--- src/design/stok_pkg.sv ---
// Shared types, constants and character/keyword helpers for the source tokenizer.
// No dependencies; the top, lexer and queue design files refer to this package by scoped names.
package stok_pkg;

   localparam int POS_WIDTH = 16;
   localparam int SPAN_WIDTH = 16;
   localparam int RSP_DEPTH = 4;
   localparam int RSP_PTR_W = $clog2(RSP_DEPTH);
   localparam int RSP_CNT_W = $clog2(RSP_DEPTH + 1);
   localparam int NUM_KW = 6;

   typedef logic [POS_WIDTH-1:0] pos_type;

   typedef enum logic [2:0] {
      MODE_IDLE    = 3'd0,
      MODE_COMMENT = 3'd1,
      MODE_WS      = 3'd2,
      MODE_STRING  = 3'd3,
      MODE_NUMBER  = 3'd4,
      MODE_WORD    = 3'd5
   } mode_type;

   typedef enum logic [2:0] {
      KIND_COMMENT = 3'd0,
      KIND_WS      = 3'd1,
      KIND_STRING  = 3'd2,
      KIND_PUNCT   = 3'd3,
      KIND_NUMBER  = 3'd4,
      KIND_IDENT   = 3'd5,
      KIND_KEYWORD = 3'd6
   } kind_type;

   typedef struct packed {
      kind_type               kind;
      logic [SPAN_WIDTH-1:0]  span_from;
      logic [SPAN_WIDTH-1:0]  span_to;
      logic                   last;
   } rsp_item_type;

   // results of one lexer step headed for the result queue
   typedef struct packed {
      logic [1:0]    cnt;
      rsp_item_type  item0;
      rsp_item_type  item1;
   } rsp_wr_type;

   typedef struct packed {
      logic [NUM_KW-1:0] cand;
      logic [2:0]        wlen;
   } word_type;

   localparam logic [7:0] CH_HASH      = 8'h23;
   localparam logic [7:0] CH_BACKSLASH = 8'h5C;
   localparam logic [7:0] CH_NEWLINE   = 8'h0A;
   localparam logic [7:0] CH_TAB       = 8'h09;
   localparam logic [7:0] CH_SPACE     = 8'h20;
   localparam logic [7:0] CH_SQUOTE    = 8'h27;
   localparam logic [7:0] CH_DQUOTE    = 8'h22;
   localparam logic [7:0] CH_UNDERSCORE = 8'h5F;
   localparam logic [7:0] CH_LPAREN    = 8'h28;
   localparam logic [7:0] CH_RPAREN    = 8'h29;
   localparam logic [7:0] CH_LBRACE    = 8'h7B;
   localparam logic [7:0] CH_RBRACE    = 8'h7D;
   localparam logic [7:0] CH_COLON     = 8'h3A;

   localparam logic [NUM_KW-1:0] CAND_ALL = {NUM_KW{1'b1}};

   // keyword spellings, padded with zeros to eight columns
   localparam logic [7:0] KW_TEXT [NUM_KW][8] = '{
      '{"i", "f", 8'h00, 8'h00, 8'h00, 8'h00, 8'h00, 8'h00},
      '{"e", "l", "s", "e", 8'h00, 8'h00, 8'h00, 8'h00},
      '{"r", "e", "t", "u", "r", "n", 8'h00, 8'h00},
      '{"d", "e", "f", 8'h00, 8'h00, 8'h00, 8'h00, 8'h00},
      '{"T", "r", "u", "e", 8'h00, 8'h00, 8'h00, 8'h00},
      '{"F", "a", "l", "s", "e", 8'h00, 8'h00, 8'h00}
   };
   localparam logic [2:0] KW_LEN [NUM_KW] = '{3'd2, 3'd4, 3'd6, 3'd3, 3'd4, 3'd5};

   function automatic logic is_digit(input logic [7:0] c);
      return (c >= "0") && (c <= "9");
   endfunction

   function automatic logic is_ws(input logic [7:0] c);
      return (c == CH_SPACE) || (c == CH_TAB) || (c == CH_NEWLINE);
   endfunction

   function automatic logic is_word_start(input logic [7:0] c);
      return (c == CH_UNDERSCORE) || ((c >= "A") && (c <= "Z")) ||
             ((c >= "a") && (c <= "z"));
   endfunction

   function automatic logic is_word_char(input logic [7:0] c);
      return is_word_start(c) || is_digit(c);
   endfunction

   function automatic logic is_punct(input logic [7:0] c);
      return (c == CH_LPAREN) || (c == CH_RPAREN) || (c == CH_LBRACE) ||
             (c == CH_RBRACE) || (c == CH_COLON);
   endfunction

   // add one byte to the open word: drop keywords that no longer match
   function automatic word_type word_step(input word_type w, input logic [7:0] c);
      word_type r;
      r = w;
      for (int k = 0; k < NUM_KW; k++) begin
         if ((w.wlen >= KW_LEN[k]) || (KW_TEXT[k][w.wlen] != c)) begin
            r.cand[k] = 1'b0;
         end
      end
      if (w.wlen != 3'd7) begin
         r.wlen = w.wlen + 3'd1;
      end
      return r;
   endfunction

   function automatic kind_type word_kind(input word_type w);
      kind_type r;
      r = KIND_IDENT;
      for (int k = 0; k < NUM_KW; k++) begin
         if (w.cand[k] && (w.wlen == KW_LEN[k])) begin
            r = KIND_KEYWORD;
         end
      end
      return r;
   endfunction

   function automatic logic [SPAN_WIDTH-1:0] to_span(input pos_type p);
      logic [31:0] w;
      w = 32'(p);
      return w[SPAN_WIDTH-1:0];
   endfunction

   function automatic rsp_item_type make_item(input kind_type k, input pos_type from,
                                              input pos_type upto);
      rsp_item_type r;
      r.kind      = k;
      r.span_from = to_span(from);
      r.span_to   = to_span(upto);
      r.last      = 1'b0;
      return r;
   endfunction

endpackage

--- src/design/stok_if.sv ---
// Valid/ready channel interfaces for the tokenizer's byte input and token output.
// Depends on nothing; widths follow the item fields.
interface stok_req_if;
   logic       valid;
   logic       ready;
   logic [7:0] ch;
   logic       end_of_source;

   modport source(output valid, output ch, output end_of_source, input ready);
   modport sink(input valid, input ch, input end_of_source, output ready);
endinterface

interface stok_rsp_if;
   logic        valid;
   logic        ready;
   logic [2:0]  kind;
   logic [15:0] span_from;
   logic [15:0] span_to;
   logic        last;

   modport source(output valid, output kind, output span_from, output span_to,
                  output last, input ready);
   modport sink(input valid, input kind, input span_from, input span_to,
                input last, output ready);
endinterface

--- src/design/source_tokenizer_top.sv ---
// Source tokenizer top level: input register, lexer step, result queue.
// An accepted byte waits in the input register until its results fit in the queue.
// Throughput: one item per cycle while the 4-entry queue holds two or fewer tokens; it drains
//   one per cycle while rsp is ready, so a two-result byte costs one extra output slot.
// Reset (synchronous, active high): lexer returns to idle at position 0, queue empties.
// Uses stok_pkg, stok_req_if/stok_rsp_if, stok_lexer and stok_rsp_fifo.
module source_tokenizer_top (
   input  logic         clock,
   input  logic         reset,
   stok_req_if.sink     req_bus,
   stok_rsp_if.source   rsp_bus
);

   // input register: holds one byte until the queue has room for its results
   logic       stage_valid_ff, stage_valid_in;
   logic [7:0] stage_ch_ff;
   logic       stage_eos_ff;

   logic                   go;
   logic                   room2;
   logic                   not_empty;
   stok_pkg::rsp_wr_type   wr;
   stok_pkg::rsp_item_type head;

   // the lexer steps when the staged byte's (up to two) results are sure to fit
   assign go            = stage_valid_ff && room2;
   assign req_bus.ready = !stage_valid_ff || go;

   always_comb begin
      stage_valid_in = stage_valid_ff;
      if (req_bus.ready) begin
         stage_valid_in = req_bus.valid;
      end
   end

   always_ff @(posedge clock) begin
      if (reset) begin
         stage_valid_ff <= 1'b0;
      end else begin
         stage_valid_ff <= stage_valid_in;
      end
   end

   // payload register, no reset needed
   always_ff @(posedge clock) begin
      if (req_bus.valid && req_bus.ready) begin
         stage_ch_ff  <= req_bus.ch;
         stage_eos_ff <= req_bus.end_of_source;
      end
   end

   stok_lexer u_lexer (
      .clock (clock),
      .reset (reset),
      .go    (go),
      .ch    (stage_ch_ff),
      .eos   (stage_eos_ff),
      .wr    (wr)
   );

   stok_rsp_fifo u_rsp_fifo (
      .clock     (clock),
      .reset     (reset),
      .wr        (wr),
      .pop       (rsp_bus.ready),
      .head      (head),
      .not_empty (not_empty),
      .room2     (room2)
   );

   // result channel straight off the queue head
   assign rsp_bus.valid     = not_empty;
   assign rsp_bus.kind      = head.kind;
   assign rsp_bus.span_from = head.span_from;
   assign rsp_bus.span_to   = head.span_to;
   assign rsp_bus.last      = head.last;

endmodule

--- src/design/stok_lexer.sv ---
// Lexer state and combinational step: closes/opens tokens for one byte.
// Uses stok_pkg; produces up to two result items per step.
module stok_lexer (
   input  logic                 clock,
   input  logic                 reset,
   input  logic                 go,
   input  logic [7:0]           ch,
   input  logic                 eos,
   output stok_pkg::rsp_wr_type wr
);

   stok_pkg::mode_type mode_ff, mode_in;
   stok_pkg::pos_type  pos_ff, pos_in;
   stok_pkg::pos_type  tstart_ff, tstart_in;
   logic [7:0]         quote_ff, quote_in;
   logic [7:0]         prior_ff, prior_in;
   stok_pkg::word_type word_ff, word_in;

   stok_pkg::mode_type mode_a;
   stok_pkg::word_type word_a;
   stok_pkg::pos_type  pos_prev;
   logic               start;
   logic               v_close, v_punct, v_open;
   stok_pkg::rsp_item_type it_close, it_punct, it_open;
   stok_pkg::kind_type open_kind;

   always_comb begin
      pos_prev  = pos_ff - stok_pkg::pos_type'(1);
      start     = 1'b0;
      v_close   = 1'b0;
      v_punct   = 1'b0;
      v_open    = 1'b0;
      mode_a    = mode_ff;
      word_a    = word_ff;
      it_close  = stok_pkg::make_item(stok_pkg::KIND_COMMENT, tstart_ff, pos_prev);
      it_punct  = stok_pkg::make_item(stok_pkg::KIND_PUNCT, pos_ff, pos_ff);
      it_open   = it_punct;
      open_kind = stok_pkg::KIND_IDENT;
      quote_in  = quote_ff;
      tstart_in = tstart_ff;

      // close the open token if this byte cannot extend it
      case (mode_ff)
         stok_pkg::MODE_COMMENT: begin
            if (ch == stok_pkg::CH_NEWLINE) begin
               v_close = 1'b1;
               start   = 1'b1;
            end
         end
         stok_pkg::MODE_WS: begin
            if (!stok_pkg::is_ws(ch)) begin
               v_close = 1'b1;
               it_close.kind = stok_pkg::KIND_WS;
               start   = 1'b1;
            end
         end
         stok_pkg::MODE_STRING: begin
            if ((ch == quote_ff) && (prior_ff != stok_pkg::CH_BACKSLASH)) begin
               v_close  = 1'b1;
               it_close = stok_pkg::make_item(stok_pkg::KIND_STRING, tstart_ff, pos_ff);
               mode_a   = stok_pkg::MODE_IDLE;
            end
         end
         stok_pkg::MODE_NUMBER: begin
            if (!stok_pkg::is_digit(ch)) begin
               v_close = 1'b1;
               it_close.kind = stok_pkg::KIND_NUMBER;
               start   = 1'b1;
            end
         end
         stok_pkg::MODE_WORD: begin
            if (stok_pkg::is_word_char(ch)) begin
               word_a = stok_pkg::word_step(word_ff, ch);
            end else begin
               v_close = 1'b1;
               it_close.kind = stok_pkg::word_kind(word_ff);
               start   = 1'b1;
            end
         end
         default: begin
            start = 1'b1;
         end
      endcase

      // open a token on this byte
      if (start) begin
         mode_a    = stok_pkg::MODE_IDLE;
         tstart_in = pos_ff;
         if (ch == stok_pkg::CH_HASH) begin
            mode_a = stok_pkg::MODE_COMMENT;
         end else if (stok_pkg::is_ws(ch)) begin
            mode_a = stok_pkg::MODE_WS;
         end else if ((ch == stok_pkg::CH_SQUOTE) || (ch == stok_pkg::CH_DQUOTE)) begin
            mode_a   = stok_pkg::MODE_STRING;
            quote_in = ch;
         end else if (stok_pkg::is_punct(ch)) begin
            v_punct = 1'b1;
         end else if (stok_pkg::is_digit(ch)) begin
            mode_a = stok_pkg::MODE_NUMBER;
         end else if (stok_pkg::is_word_start(ch)) begin
            mode_a = stok_pkg::MODE_WORD;
            word_a = stok_pkg::word_step('{cand: stok_pkg::CAND_ALL, wlen: 3'd0}, ch);
         end
      end

      // end of source flushes the open token and returns to reset state
      case (mode_a)
         stok_pkg::MODE_COMMENT: open_kind = stok_pkg::KIND_COMMENT;
         stok_pkg::MODE_WS:      open_kind = stok_pkg::KIND_WS;
         stok_pkg::MODE_STRING:  open_kind = stok_pkg::KIND_STRING;
         stok_pkg::MODE_NUMBER:  open_kind = stok_pkg::KIND_NUMBER;
         default:                open_kind = stok_pkg::word_kind(word_a);
      endcase
      it_open = stok_pkg::make_item(open_kind, tstart_in, pos_ff);

      if (eos) begin
         v_open    = (mode_a != stok_pkg::MODE_IDLE);
         mode_in   = stok_pkg::MODE_IDLE;
         pos_in    = '0;
         tstart_in = '0;
         quote_in  = '0;
         prior_in  = '0;
         word_in   = '{cand: stok_pkg::CAND_ALL, wlen: 3'd0};
      end else begin
         mode_in  = mode_a;
         pos_in   = pos_ff + stok_pkg::pos_type'(1);
         prior_in = ch;
         word_in  = word_a;
      end

      // pack the valid results in order, flag the final one
      wr.cnt   = 2'(v_close) + 2'(v_punct) + 2'(v_open);
      wr.item0 = v_close ? it_close : (v_punct ? it_punct : it_open);
      wr.item1 = (v_close && v_punct) ? it_punct : it_open;
      if (!go) begin
         wr.cnt = 2'd0;
      end
      wr.item0.last = (wr.cnt == 2'd1);
      wr.item1.last = (wr.cnt == 2'd2);
   end

   always_ff @(posedge clock) begin
      if (reset) begin
         mode_ff   <= stok_pkg::MODE_IDLE;
         pos_ff    <= '0;
         tstart_ff <= '0;
         quote_ff  <= '0;
         prior_ff  <= '0;
         word_ff   <= '{cand: stok_pkg::CAND_ALL, wlen: 3'd0};
      end else if (go) begin
         mode_ff   <= mode_in;
         pos_ff    <= pos_in;
         tstart_ff <= tstart_in;
         quote_ff  <= quote_in;
         prior_ff  <= prior_in;
         word_ff   <= word_in;
      end
   end

   a_eos_restart: assert property (@(posedge clock) disable iff (reset)
      go && eos |=> (pos_ff == '0) && (mode_ff == stok_pkg::MODE_IDLE))
      else $error("position/mode not cleared after end of source");

   a_pos_advance: assert property (@(posedge clock) disable iff (reset)
      go && !eos |=> pos_ff == $past(pos_ff) + stok_pkg::pos_type'(1))
      else $error("position did not advance by one");

   a_last_order: assert property (@(posedge clock) disable iff (reset)
      (wr.cnt == 2'd2) |-> (wr.item1.last && !wr.item0.last))
      else $error("last flag misplaced on a two-result step");

endmodule

--- src/design/stok_rsp_fifo.sv ---
// Result queue: takes up to two items a cycle, delivers one a cycle while pop is high.
// Uses stok_pkg for the item type and depth.
module stok_rsp_fifo (
   input  logic                   clock,
   input  logic                   reset,
   input  stok_pkg::rsp_wr_type   wr,
   input  logic                   pop,
   output stok_pkg::rsp_item_type head,
   output logic                   not_empty,
   output logic                   room2
);

   stok_pkg::rsp_item_type         mem_ff [stok_pkg::RSP_DEPTH];
   logic [stok_pkg::RSP_PTR_W-1:0] wr_ptr_ff, wr_ptr_in;
   logic [stok_pkg::RSP_PTR_W-1:0] rd_ptr_ff, rd_ptr_in;
   logic [stok_pkg::RSP_CNT_W-1:0] count_ff, count_in;
   logic [stok_pkg::RSP_PTR_W-1:0] wr_ptr_nx;
   logic                           do_pop;

   assign not_empty = (count_ff != '0);
   assign room2     = (count_ff <= stok_pkg::RSP_CNT_W'(stok_pkg::RSP_DEPTH - 2));
   assign head      = mem_ff[rd_ptr_ff];
   assign do_pop    = pop && not_empty;
   assign wr_ptr_nx = wr_ptr_ff + stok_pkg::RSP_PTR_W'(1);

   always_comb begin
      wr_ptr_in = wr_ptr_ff + stok_pkg::RSP_PTR_W'(wr.cnt);
      rd_ptr_in = rd_ptr_ff + stok_pkg::RSP_PTR_W'(do_pop);
      count_in  = count_ff + stok_pkg::RSP_CNT_W'(wr.cnt) - stok_pkg::RSP_CNT_W'(do_pop);
   end

   always_ff @(posedge clock) begin
      if (reset) begin
         wr_ptr_ff <= '0;
         rd_ptr_ff <= '0;
         count_ff  <= '0;
      end else begin
         wr_ptr_ff <= wr_ptr_in;
         rd_ptr_ff <= rd_ptr_in;
         count_ff  <= count_in;
      end
   end

   always_ff @(posedge clock) begin
      if (wr.cnt != 2'd0) begin
         mem_ff[wr_ptr_ff] <= wr.item0;
      end
      if (wr.cnt == 2'd2) begin
         mem_ff[wr_ptr_nx] <= wr.item1;
      end
   end

   a_no_overflow: assert property (@(posedge clock) disable iff (reset)
      (wr.cnt != 2'd0) |-> room2)
      else $error("result queue written without room");

   a_count_bound: assert property (@(posedge clock) disable iff (reset)
      count_ff <= stok_pkg::RSP_CNT_W'(stok_pkg::RSP_DEPTH))
      else $error("result queue count out of range");

endmodule

--- src/flat_wrapper.sv ---
// flat-port wrapper written by rule: the top's interface ports become plain ports
module source_tokenizer_top_flat 
  (clock, reset, req_bus_valid, req_bus_ch, req_bus_end_of_source, req_bus_ready, rsp_bus_valid, rsp_bus_kind, rsp_bus_span_from, rsp_bus_span_to, rsp_bus_last, rsp_bus_ready);
  stok_req_if req_bus_i ();
  stok_rsp_if rsp_bus_i ();
  input  logic clock;
  input  logic reset;
  input wire logic [$bits(req_bus_i.valid)-1:0] req_bus_valid;
  input wire logic [$bits(req_bus_i.ch)-1:0] req_bus_ch;
  input wire logic [$bits(req_bus_i.end_of_source)-1:0] req_bus_end_of_source;
  output wire logic [$bits(req_bus_i.ready)-1:0] req_bus_ready;
  output wire logic [$bits(rsp_bus_i.valid)-1:0] rsp_bus_valid;
  output wire logic [$bits(rsp_bus_i.kind)-1:0] rsp_bus_kind;
  output wire logic [$bits(rsp_bus_i.span_from)-1:0] rsp_bus_span_from;
  output wire logic [$bits(rsp_bus_i.span_to)-1:0] rsp_bus_span_to;
  output wire logic [$bits(rsp_bus_i.last)-1:0] rsp_bus_last;
  input wire logic [$bits(rsp_bus_i.ready)-1:0] rsp_bus_ready;
  assign req_bus_i.valid = req_bus_valid;
  assign req_bus_i.ch = req_bus_ch;
  assign req_bus_i.end_of_source = req_bus_end_of_source;
  assign req_bus_ready = req_bus_i.ready;
  assign rsp_bus_valid = rsp_bus_i.valid;
  assign rsp_bus_kind = rsp_bus_i.kind;
  assign rsp_bus_span_from = rsp_bus_i.span_from;
  assign rsp_bus_span_to = rsp_bus_i.span_to;
  assign rsp_bus_last = rsp_bus_i.last;
  assign rsp_bus_i.ready = rsp_bus_ready;
  source_tokenizer_top u_core (.clock(clock), .reset(reset), .req_bus(req_bus_i), .rsp_bus(rsp_bus_i));
endmodule
--- config.mk ---
export PLATFORM = sky130hd
export DESIGN_NAME = source_tokenizer_top_flat
export DESIGN_NICKNAME = d
export VERILOG_FILES = /design/src/design/stok_pkg.sv /design/src/design/stok_if.sv /design/src/design/source_tokenizer_top.sv /design/src/design/stok_lexer.sv /design/src/design/stok_rsp_fifo.sv /design/src/flat_wrapper.sv
export SDC_FILE = /design/constraint.sdc
export NUM_CORES = 1
export LEC_CHECK = 0
export ABC_AREA = 1
export BUFFER_PORTS_ARGS = -buffer_cell sky130_fd_sc_hd__buf_2
export CORE_MARGIN = 2
export CORE_UTILIZATION = 30
export CTS_CLUSTER_SIZE = 25
export DETAILED_ROUTE_END_ITERATION = 12
export SLEW_MARGIN = 15
export SYNTH_ARGS = -nofsm -noshare
export SYNTH_HDL_FRONTEND = slang
export SYNTH_SLANG_ARGS = --single-unit
--- constraint.sdc ---
create_clock -name clock -period 7.6 [get_ports clock]
set_input_delay 0.76 -clock clock [delete_from_list [all_inputs] [get_ports clock]]
set_output_delay 0.76 -clock clock [all_outputs]
set_load 0.05 [all_outputs]
==> results of run 1 <==
state kept, by name, summed over array words and instances, names as in the netlist:
register                     count
u_core.u_lexer.word_ff           9
u_core.u_rsp_fifo.wr_ptr_ff      2
u_core.u_lexer.prior_ff          8
u_core.u_rsp_fifo.mem_ff       144
u_core.stage_ch_ff               8
u_core.stage_eos_ff              1
u_core.u_rsp_fifo.rd_ptr_ff      2
u_core.u_rsp_fifo.count_ff       3
u_core.u_lexer.quote_ff          8
u_core.u_lexer.mode_ff           3
u_core.u_lexer.pos_ff           16
u_core.u_lexer.tstart_ff        16
u_core.stage_valid_ff            1
per-layer routing:
metal	GRT usage [%]	share of wire [%]	wire (um)
met5	0	0	0
met3	1.88	5.3	1770
met2	26.5	47	15700
met1	22.0	45	15300
met4	4.75	2.6	891
worst register-to-register path: cells and delay by family, from the launching register on:
family                   cells  cell delay, ps
flip-flops                   1             630
adder cells (fa/ha/maj)      1             420
AND/OR/NAND/NOR             13            2090
AO/OA/AOI/OAI                2             590
buffers and inverters        4            1960
power breakdown:
group | leakage, nW | switching (mW) | internal [mW] | total, mW
Combinational | 2.89 | 0.961 | 0.283 | 1.24
Sequential | 1.97 | 0.0369 | 1.36 | 1.40
Clock | 0.413 | 0.523 | 0.734 | 1.26
Total | 5.27 | 1.52 | 2.38 | 3.90
final cells by class:
type                            count  area, um2
Clock buffer                       30        666
Tap cell                          525        657
Timing Repair Buffer               66        370
Fill cell                        4104      26100
Inverter                          120        462
Clock inverter                     18        188
Sequential cell                   221       5960
Multi-Input combinational cell   1094       5480
cell families (layout without fill, tap and decap cells):
family | count (synthesis) | after routing | share of synthesized area [%]
AOI/OAI and AO/OA | 395 | 395 | 17.0
buffers and inverters | 198 | 234 | 6.76
xor gates and xnor gates | 31 | 31 | 2.29
DFF | 221 | 221 | 48.8
adders and majority gates | 16 | 16 | 1.76
and+or+nand+nor | 652 | 652 | 23.5
worst max-delay path by stage:
stage	start	end	slack, ps	cells after the start
global route	u_core.stage_ch_ff[2]	u_core.u_rsp_fifo.mem_ff[1][32]	920	20
floorplan	u_core.stage_ch_ff[4]	u_core.u_rsp_fifo.mem_ff[0][0]	2010	18
detailed placement	u_core.stage_ch_ff[2]	u_core.u_rsp_fifo.mem_ff[1][21]	1560	20
global placement	u_core.stage_ch_ff[2]	u_core.u_rsp_fifo.mem_ff[1][22]	1710	20
CTS	u_core.stage_ch_ff[2]	u_core.u_rsp_fifo.mem_ff[1][32]	1550	20
finish	u_core.stage_ch_ff[2]	u_core.u_rsp_fifo.mem_ff[1][32]	1530	20
layout by cell type, fill, tap and decap left out, types with 12 or more instances in the layout:
cell type / n
nand2_1: 375
o21ai_0: 252
edfxtp_1: 153
nor2_1: 147
inv_1: 98
dfxtp_1: 67
a21oi_1: 61
buf_2: 50
nand3_1: 40
o22ai_1: 36
o21ai_1: 26
clkbuf_16: 26
xor2_1: 25
nand2_2: 21
buf_4: 16
ha_1: 14
clkinv_1: 13
nand3_2: 12
nor3_1: 12
stage by stage:
stage / setup WS, ps / instances / hold WS, ps
final: 1530 / 2074 / 393
after global routing: 917 / 2074 / 379
after CTS: 1550 / 2074 / 370
after detailed placement: 1560 / 2026 / 440
after global placement: 1710 / 2026 / 445
after floorplan: 2010 / 1513 / 429
==> results.py, run 1 <==
metrics = {
    "power": {
        "finalPower_mw": 3.90,
        "p_per_area_mw_per_mm2": 283,
        "ir_drop_v": 0.000166,
        "total_leakage_power_nw": 5.27,
    },
    "worst_setup_path": {
        "cp_slowest_cell": "clkinv_1",
        "critPathTopFamily": "simple AND/OR/NAND/NOR gates",
        "worst-path-buf-inv": 4,
        "r2r_start": "u_core.stage_ch_ff[2]",
        "cp_max_fo": 45,
        "timing.rr.end": "u_core.u_rsp_fifo.mem_ff[1][32]",
        "r2r_cells": 20,
        "cp.arrival_ps": 6250,
        "critPathCaptureType": "flip-flop",
        "crit_chain": "inv_2, nand2_1, nor2_1, nand2_1, nand3_2, nor2_2, nor2_4, nand3_4, nand2_1, o21ai_1, nand3_1, nand2_1, fa_1, nor2_1, nand2_1, nor2_2, buf_4, clkinv_1, o21ai_4, buf_4",
        "start_kind": "flip-flop",
        "max_stage_delay_ps": 870,
        "crit_required_ps": 7780,
        "worstSetupPathType": "flip-flop to flip-flop",
        "r2r_setup_slack_ps": 1530,
        "cpMostUsedCell": "nand2_1",
    },
    "cells_and_area": {
        "antenna_cells": 0,
        "finalNetCount": 1558,
        "final_cell_area_mm2": 0.0138,
        "drive_gt1_share_pct": 12.1,
        "syn_to_final_growth_pct": 12.9,
        "post-route-util_pct": 34.5,
    },
    "sta": {
        "worstMarginPinSlew_ps": 1040,
        "setup_viol": 0,
        "maxSlewHeadroom_pct": 30.1,
        "max_freq_mhz": 165,
        "setup_tns_ps": 0,
        "period_needed_ps": 6070,
        "hold_violations": 0,
        "final_max_slew_viol_count": 0,
        "period_share_pct": 79.8,
        "rsz0062_at_grt": "no",
        "skew_ps": 27.0,
    },
    "clock_tree": {
        "cts.sinks": 221,
        "postCtsSetupRepairBufs": 0,
        "cts_tree": "yes",
        "cts_root_buf": "clkbuf_16",
        "clk_latency_ps": 560,
        "hold_buffers": 0,
        "h-tree-depth": 1,
        "post_cts_resized": 0,
        "cts.clk_slew.worst_paths_ps": 60,
        "cts_max_path_buffers": 3,
        "cts_buffers": 26,
    },
    "routing": {
        "vias": 10300,
        "drt-pass1-iter-count": 5,
        "drtIter0Drc": 722,
        "viasPerCell": 4.99,
        "routed_wl_mm": 33.7,
        "drc": 0,
        "ant_nets": 0,
        "route.detailed.wl_per_inst_um": 16.2,
    },
    "logic_synthesis": {
        "synthArstFlopShare_pct": 0,
        "yosysSeqAreaShare_pct": 48.8,
        "syn_inst": 1513,
        "synth_ff_type": "edfxtp_1",
        "synthTopCellsByArea": "edfxtp_1, nand2_1, dfxtp_1, o21ai_0, nor2_1",
        "synth.distinct_cells": 50,
        "synth_top_area_share_pct": 37.6,
        "avgSynthCellArea_um2": 8.07,
        "syn_area_mm2": 0.0122,
        "synth_nets": 1542,
        "ys_seq_elements": 221,
        "synth_enable_flop_cells": 153,
        "synthTopCellsByCount": "nand2_1, o21ai_0, edfxtp_1",
        "yosys_warnings": 0,
        "yosys.cell_count.top_type": "nand2_1",
        "synth_top_area_cell": "edfxtp_1",
    },
    "global_routing": {
        "grt_pass1_vias": 9839,
        "antenna_found_initial": 0,
        "track_usage_pct": 16.0,
        "grt_max_degree": 75,
        "grt_pass1_wl_mm": 53.8,
        "grt_overflow": 0,
    },
    "floorplanning": {
        "num_io_pins": 51,
        "die_area_mm2": 0.0423,
        "fp-row-count": 73,
        "start_util_pct": 30.6,
        "fp.dieW_um": 206,
        "die_y_um": 206,
        "core_mm2": 0.0399,
    },
    "worst_hold_path": {
        "worstHoldStart": "req_bus_ch[2]",
        "hold_depth": 1,
        "hold_path.class": "input port to flip-flop",
        "hold-path-endpoint": "u_core.stage_ch_ff[2]",
    },
    "placed_design": {
        "port_buffers": 50,
        "post-dp-hpwl_mm": 23.0,
        "dpl-instance-area_mm2": 0.0129,
        "place_congestion": 0.861,
    },
    "run_status": {
        "outcome": "finished, final reports clean",
    },
    "job": {
        "drv_cap": 0,
    },
}
No activity file was read; power rests on OpenSTA's default activity.
==> run 2, diff against run 1 <==
Settings changed: ABC_AREA 1 to 0.
Clock period 7.6 ns to 5.23 ns, I/O delays scaled along.
==> results.py, run 2 <==
metrics = {
    "run_status": {
        "outcome": "finished, final reports clean",
    },
    "logic_synthesis": {
        "yosys.cell_count.top_type": "edfxtp_1",
        "synth_top_area_share_pct": 38.4,
        "syn_inst": 1059,
        "synth.distinct_cells": 82,
        "synth_enable_flop_cells": 153,
        "ys_seq_elements": 221,
        "synth_top_area_cell": "edfxtp_1",
        "avgSynthCellArea_um2": 11.3,
        "syn_area_mm2": 0.0120,
        "synthTopCellsByArea": "edfxtp_1, dfxtp_1, mux4_2, mux2_2, xor2_1",
        "synthArstFlopShare_pct": 0,
        "yosys_warnings": 0,
        "synth_nets": 1088,
        "synthTopCellsByCount": "edfxtp_1, nor2_1, nand2_1",
        "yosysSeqAreaShare_pct": 49.8,
        "synth_ff_type": "edfxtp_1",
    },
    "clock_tree": {
        "postCtsSetupRepairBufs": 0,
        "cts_max_path_buffers": 3,
        "clk_latency_ps": 550,
        "h-tree-depth": 1,
        "cts.clk_slew.worst_paths_ps": 60,
        "cts_buffers": 25,
        "hold_buffers": 0,
        "cts.sinks": 221,
        "cts_tree": "yes",
        "cts_root_buf": "clkbuf_16",
        "post_cts_resized": 0,
    },
    "floorplanning": {
        "num_io_pins": 51,
        "start_util_pct": 30.2,
        "fp-row-count": 73,
        "die_area_mm2": 0.0415,
        "fp.dieW_um": 204,
        "core_mm2": 0.0395,
        "die_y_um": 204,
    },
    "power": {
        "combPwrFrac_pct": 25.9,
        "total_leakage_power_nw": 5.04,
        "clock_power_share_pct": 33.2,
        "swShare_pct": 33.3,
        "ir_drop_v": 0.000225,
        "finalPower_mw": 5.06,
        "sequentialPowerShare_pct": 40.9,
        "p_per_area_mw_per_mm2": 372,
        "power.net_switching_mw": 1.69,
        "p_int_mw": 3.37,
    },
    "cells_and_area": {
        "finalNetCount": 1121,
        "top_register": "u_core.u_rsp_fifo.mem_ff",
        "syn_to_final_growth_pct": 13.9,
        "largest_reg_flops": 144,
        "final_cell_area_mm2": 0.0136,
        "top_regs": "u_core.u_rsp_fifo.mem_ff: 144 flops, u_core.u_lexer.pos_ff: 16 flops, u_core.u_lexer.tstart_ff: 16 flops",
        "final_cell_mix": "edfxtp_1, nor2_1, nand2_1",
        "fillers": 3902,
        "finalNonFillerCells": 1636,
        "antenna_cells": 0,
        "drive_gt1_share_pct": 23.1,
        "final_common_cell": "edfxtp_1",
    },
    "worst_setup_path": {
        "crit_cells": 18,
        "setup.worst_path.end": "u_core.u_rsp_fifo.count_ff[2]",
        "crit_chain": "buf_4, nor3_1, a21oi_1, a311oi_2, nor2_2, a2bb2oi_1, nand3_2, nand2_1, fa_1, nor2_1, inv_1, ha_1, inv_1, ha_1, fa_1, xor2_1, xnor2_1, nor2_1",
        "r2r_cells": 18,
        "critPathCaptureType": "flip-flop",
        "cp_slowest_cell": "fa_1",
        "start_kind": "flip-flop",
        "critPathLaunch": "u_core.stage_ch_ff[3]",
        "r2r_start": "u_core.stage_ch_ff[3]",
        "crit_required_ps": 5630,
        "critPathTopFamily": "adder cells",
        "timing.rr.end": "u_core.u_rsp_fifo.count_ff[2]",
        "cp_max_fo": 10,
        "max_stage_delay_ps": 530,
        "worstSetupPathType": "flip-flop to flip-flop",
        "r2r_setup_slack_ps": 530,
        "cp.arrival_ps": 5100,
        "worst-path-buf-inv": 3,
    },
    "routing": {
        "drt-pass1-iter-count": 5,
        "drtIter0Drc": 616,
        "ant_nets": 0,
        "drc": 0,
        "vias": 8215,
        "routed_wl_mm": 29.6,
        "route.detailed.wl_per_inst_um": 18.1,
        "viasPerCell": 5.02,
    },
    "global_routing": {
        "track_usage_pct": 14.3,
        "grt_max_degree": 45,
        "grt_pass1_vias": 8045,
        "antenna_found_initial": 0,
        "grt_overflow": 0,
        "grt_pass1_wl_mm": 46.5,
    },
    "placed_design": {
        "port_buffers": 50,
        "post-dp-hpwl_mm": 19.6,
        "dpl-instance-area_mm2": 0.0128,
        "dp.cells": 1590,
        "place_congestion": 0.859,
    },
    "sta": {
        "max_freq_mhz": 213,
        "setup_tns_ps": 0,
        "hold_violations": 0,
        "maxSlewHeadroom_pct": 24.1,
        "setup_viol": 0,
        "period_needed_ps": 4700,
        "period_share_pct": 89.9,
        "skew_ps": 26.5,
        "rsz0062_at_grt": "no",
        "worstMarginPinSlew_ps": 1120,
        "final_max_slew_viol_count": 0,
    },
    "worst_hold_path": {
        "hold_path.class": "input port to flip-flop",
        "hold_depth": 1,
    },
    "job": {
        "drv_cap": 0,
    },
}
==> run 2: cell types whose count changed in the layout (fill, tap and decap cells not counted), moves of 25 or more <==
cell	change
xor2_1	+31
mux4_2	+36
o21ai_0	-225
mux2_2	+65
o22ai_1	-31
a21oi_1	-25
xnor2_1	+33
nor2_1	-35
inv_1	-73
nand2_1	-291
==> run 2: worst min path at each step <==
| stage | slack [ps] | from | endpoint |
|---|---|---|---|
| detailed placement | 450 | u_core.u_lexer.prior_ff[4] | u_core.u_lexer.prior_ff[4] |
| global placement | 440 | u_core.u_lexer.prior_ff[4] | u_core.u_lexer.prior_ff[4] |
| finish | 170 | req_bus_end_of_source | u_core.stage_eos_ff |
| CTS | 140 | req_bus_end_of_source | u_core.stage_eos_ff |
| floorplan | 430 | u_core.u_lexer.prior_ff[4] | u_core.u_lexer.prior_ff[4] |
| global route | 150 | req_bus_ch[7] | u_core.stage_ch_ff[7] |
==> run 2: cell families (layout without fill, tap and decap cells) <==
logic type / count (synthesis) / in the layout / share of synthesized area (%)
flops: 221 / 221 / 49.8
mux: 108 / 108 / 13.5
xor+xnor: 94 / 94 / 6.89
fa+ha+maj: 16 / 16 / 1.80
simple gates: 372 / 372 / 15.9
compound gates: 140 / 140 / 8.28
buf+inv: 108 / 160 / 3.74
==> run 2: layout make-up <==
| cell class | instances | area, um2 | area share, % |
|---|---|---|---|
| Tap cell | 525 | 657 | 4.82 |
| Clock buffer | 37 | 722 | 5.30 |
| Timing Repair Buffer | 88 | 536 | 3.93 |
| Sequential cell | 221 | 5960 | 43.7 |
| Clock inverter | 9 | 68.8 | 0.505 |
| Inverter | 26 | 97.6 | 0.717 |
| Multi-Input combinational cell | 730 | 5580 | 41.0 |
==> run 2: metal layers <==
layer | track usage (%) | share of wire, %
met1 | 19.1 | 44
met2 | 24.7 | 50
met3 | 2.08 | 4.8
met4 | 3.10 | 1.6
met5 | 0 | 0
==> run 2: per-stage QoR <==
step                      hold WS [ps]  utilization (%)  setup slack (ps)
after global routing               151             34.4               166
after detailed placement           446             32.4               575
final                              165             34.4               531
after global placement             439             32.4               680
after floorplan                    427                -             -1000
after CTS                          144             34.4               529
==> run 2: power groups by stage <==
stage / clock network [mW] / logic, mW / registers [mW]
after floorplan: 0 / 1.07 / 2.03
after CTS: 1.73 / 1.33 / 2.08
after detailed placement: 0 / 1.33 / 2.11
after global placement: 0 / 1.32 / 2.11
final: 1.68 / 1.31 / 2.07
after global routing: 1.79 / 1.40 / 2.09
==> run 3, diff against run 2 <==
Settings changed: CORE_MARGIN 2 to unset.
==> results.py, run 3 (synthesis results as in run 2) <==
metrics = {
    "routing": {
        "drt-pass1-iter-count": 7,
        "viasPerCell": 5.11,
        "routed_wl_mm": 28.8,
        "ant_nets": 0,
        "drtIter0Drc": 702,
        "route.detailed.wl_per_inst_um": 17.7,
        "vias": 8293,
        "drc": 0,
    },
    "global_routing": {
        "grt_overflow": 0,
        "track_usage_pct": 14.3,
        "grt_use_met2_pct": 24.3,
        "grt_max_degree": 45,
        "grt-busiest-layer": "met2",
        "use_met1_pct": 19.2,
        "grtUsageMet3_pct": 2.28,
        "grt_pass1_vias": 8332,
        "grt_pass1_wl_mm": 46.6,
        "antenna_found_initial": 0,
    },
    "power": {
        "ir_drop_v": 0.000271,
        "finalPower_mw": 5.13,
        "total_leakage_power_nw": 5.03,
        "p_per_area_mw_per_mm2": 376,
    },
    "floorplanning": {
        "core_mm2": 0.0390,
        "die_y_um": 202,
        "die_area_mm2": 0.0406,
        "fp-row-count": 72,
        "num_io_pins": 51,
        "start_util_pct": 30.6,
        "fp.dieW_um": 202,
    },
    "sta": {
        "max_freq_mhz": 212,
        "maxSlewHeadroom_pct": 32.9,
        "final_max_slew_viol_count": 0,
        "period_needed_ps": 4720,
        "skew_ps": 20.4,
        "worstMarginPinSlew_ps": 1010,
        "rsz0062_at_grt": "no",
        "hold_violations": 0,
        "finalWorstSetupSlack_ps": 513,
        "period_share_pct": 90.2,
        "holdWs_ps": 172,
        "setup_viol": 0,
    },
    "placed_design": {
        "dp.cells": 1580,
        "place_ws_ps": 553,
        "post-dp-hpwl_mm": 18.5,
        "place_congestion": 0.856,
        "port_buffers": 50,
    },
    "cells_and_area": {
        "post-route-util_pct": 34.9,
        "drive_gt1_share_pct": 22.7,
        "top_register": "u_core.u_rsp_fifo.mem_ff",
        "finalNetCount": 1117,
        "syn_to_final_growth_pct": 14.0,
        "antenna_cells": 0,
        "final_common_cell": "edfxtp_1",
        "largest_reg_flops": 144,
        "top_regs": "u_core.u_rsp_fifo.mem_ff: 144 flops, u_core.u_lexer.pos_ff: 16 flops, u_core.u_lexer.tstart_ff: 16 flops",
        "finalNonFillerCells": 1624,
        "final_cell_mix": "edfxtp_1, nor2_1, nand2_1",
    },
    "worst_setup_path": {
        "cp_max_fo": 16,
        "worstSetupPathType": "flip-flop to flip-flop",
        "crit_required_ps": 5510,
        "cp.arrival_ps": 5000,
        "critPathCaptureType": "flip-flop",
        "start_kind": "flip-flop",
    },
    "clock_tree": {
        "clk_latency_ps": 530,
        "cts.clk_slew.worst_paths_ps": 60,
        "cts_max_path_buffers": 3,
        "cts.sinks": 221,
        "h-tree-depth": 1,
        "cts_tree": "yes",
        "cts_root_buf": "clkbuf_16",
        "post_cts_resized": 0,
        "postCtsSetupRepairBufs": 0,
        "hold_buffers": 0,
        "cts_buffers": 24,
    },
    "run_status": {
        "outcome": "finished, final reports clean",
    },
    "job": {
        "drv_cap": 0,
    },
    "worst_hold_path": {
        "hold_path.class": "input port to flip-flop",
    },
}
## run 3: stage by stage
step | area (um2) | TNS, ps
2_1_floorplan | 12000 | -72110
3_3_place_gp | 12800 | 0
3_5_place_dp | 12800 | 0
4_1_cts | 13600 | 0
5_1_grt | 13600 | 0
6_report | 13600 | 0
## run 3: report_power, final
group	internal [mW]	total [mW]	switching [mW]	leakage, nW
Sequential	1.97	2.07	0.103	1.97
Clock	1.05	1.74	0.681	0.398
Combinational	0.444	1.32	0.878	2.66
## run 3: layer usage
metal,share of wire [%],up-vias
met3,5.1,36
met5,0,-
met2,48,192
met1,45,4130
li1,-,3935
met4,1.7,0
## run 3: layout make-up
type                       instances  area [um2]
multi-input combinational        730        5580
inverter                          26        97.6
sequential                       221        5960
tap                              518         648
fill                            3863       25400
timing repair buffer              85         526
clock buffer                      35         682
clock inverter                     9         133
## run 3: worst max-delay path, cell delays in order, from the launching register on
cell and delay, ps:
edfxtp_1 390, or4b_4 580, o211a_1 270, a21o_1 240, or3b_1 420, o22a_4 270
nand3_2 90, nand2_1 70, fa_1 500, nor2_1 320, inv_1 150, nor2_1 140
nand3_1 170, a21oi_4 180, buf_4 300, mux2_2 380
## run 3: path summary, 6_finish.rpt
path | start | end | slack [ps] | cells after the start
max | u_core.stage_ch_ff[6] | u_core.u_rsp_fifo.mem_ff[2][24] | 510 | 15
min | req_bus_ch[0] | u_core.stage_ch_ff[0] | 170 | 1
max reg2reg | u_core.stage_ch_ff[6] | u_core.u_rsp_fifo.mem_ff[2][24] | 510 | 15
min reg2reg | u_core.u_lexer.prior_ff[7] | u_core.u_lexer.prior_ff[7] | 450 | 2
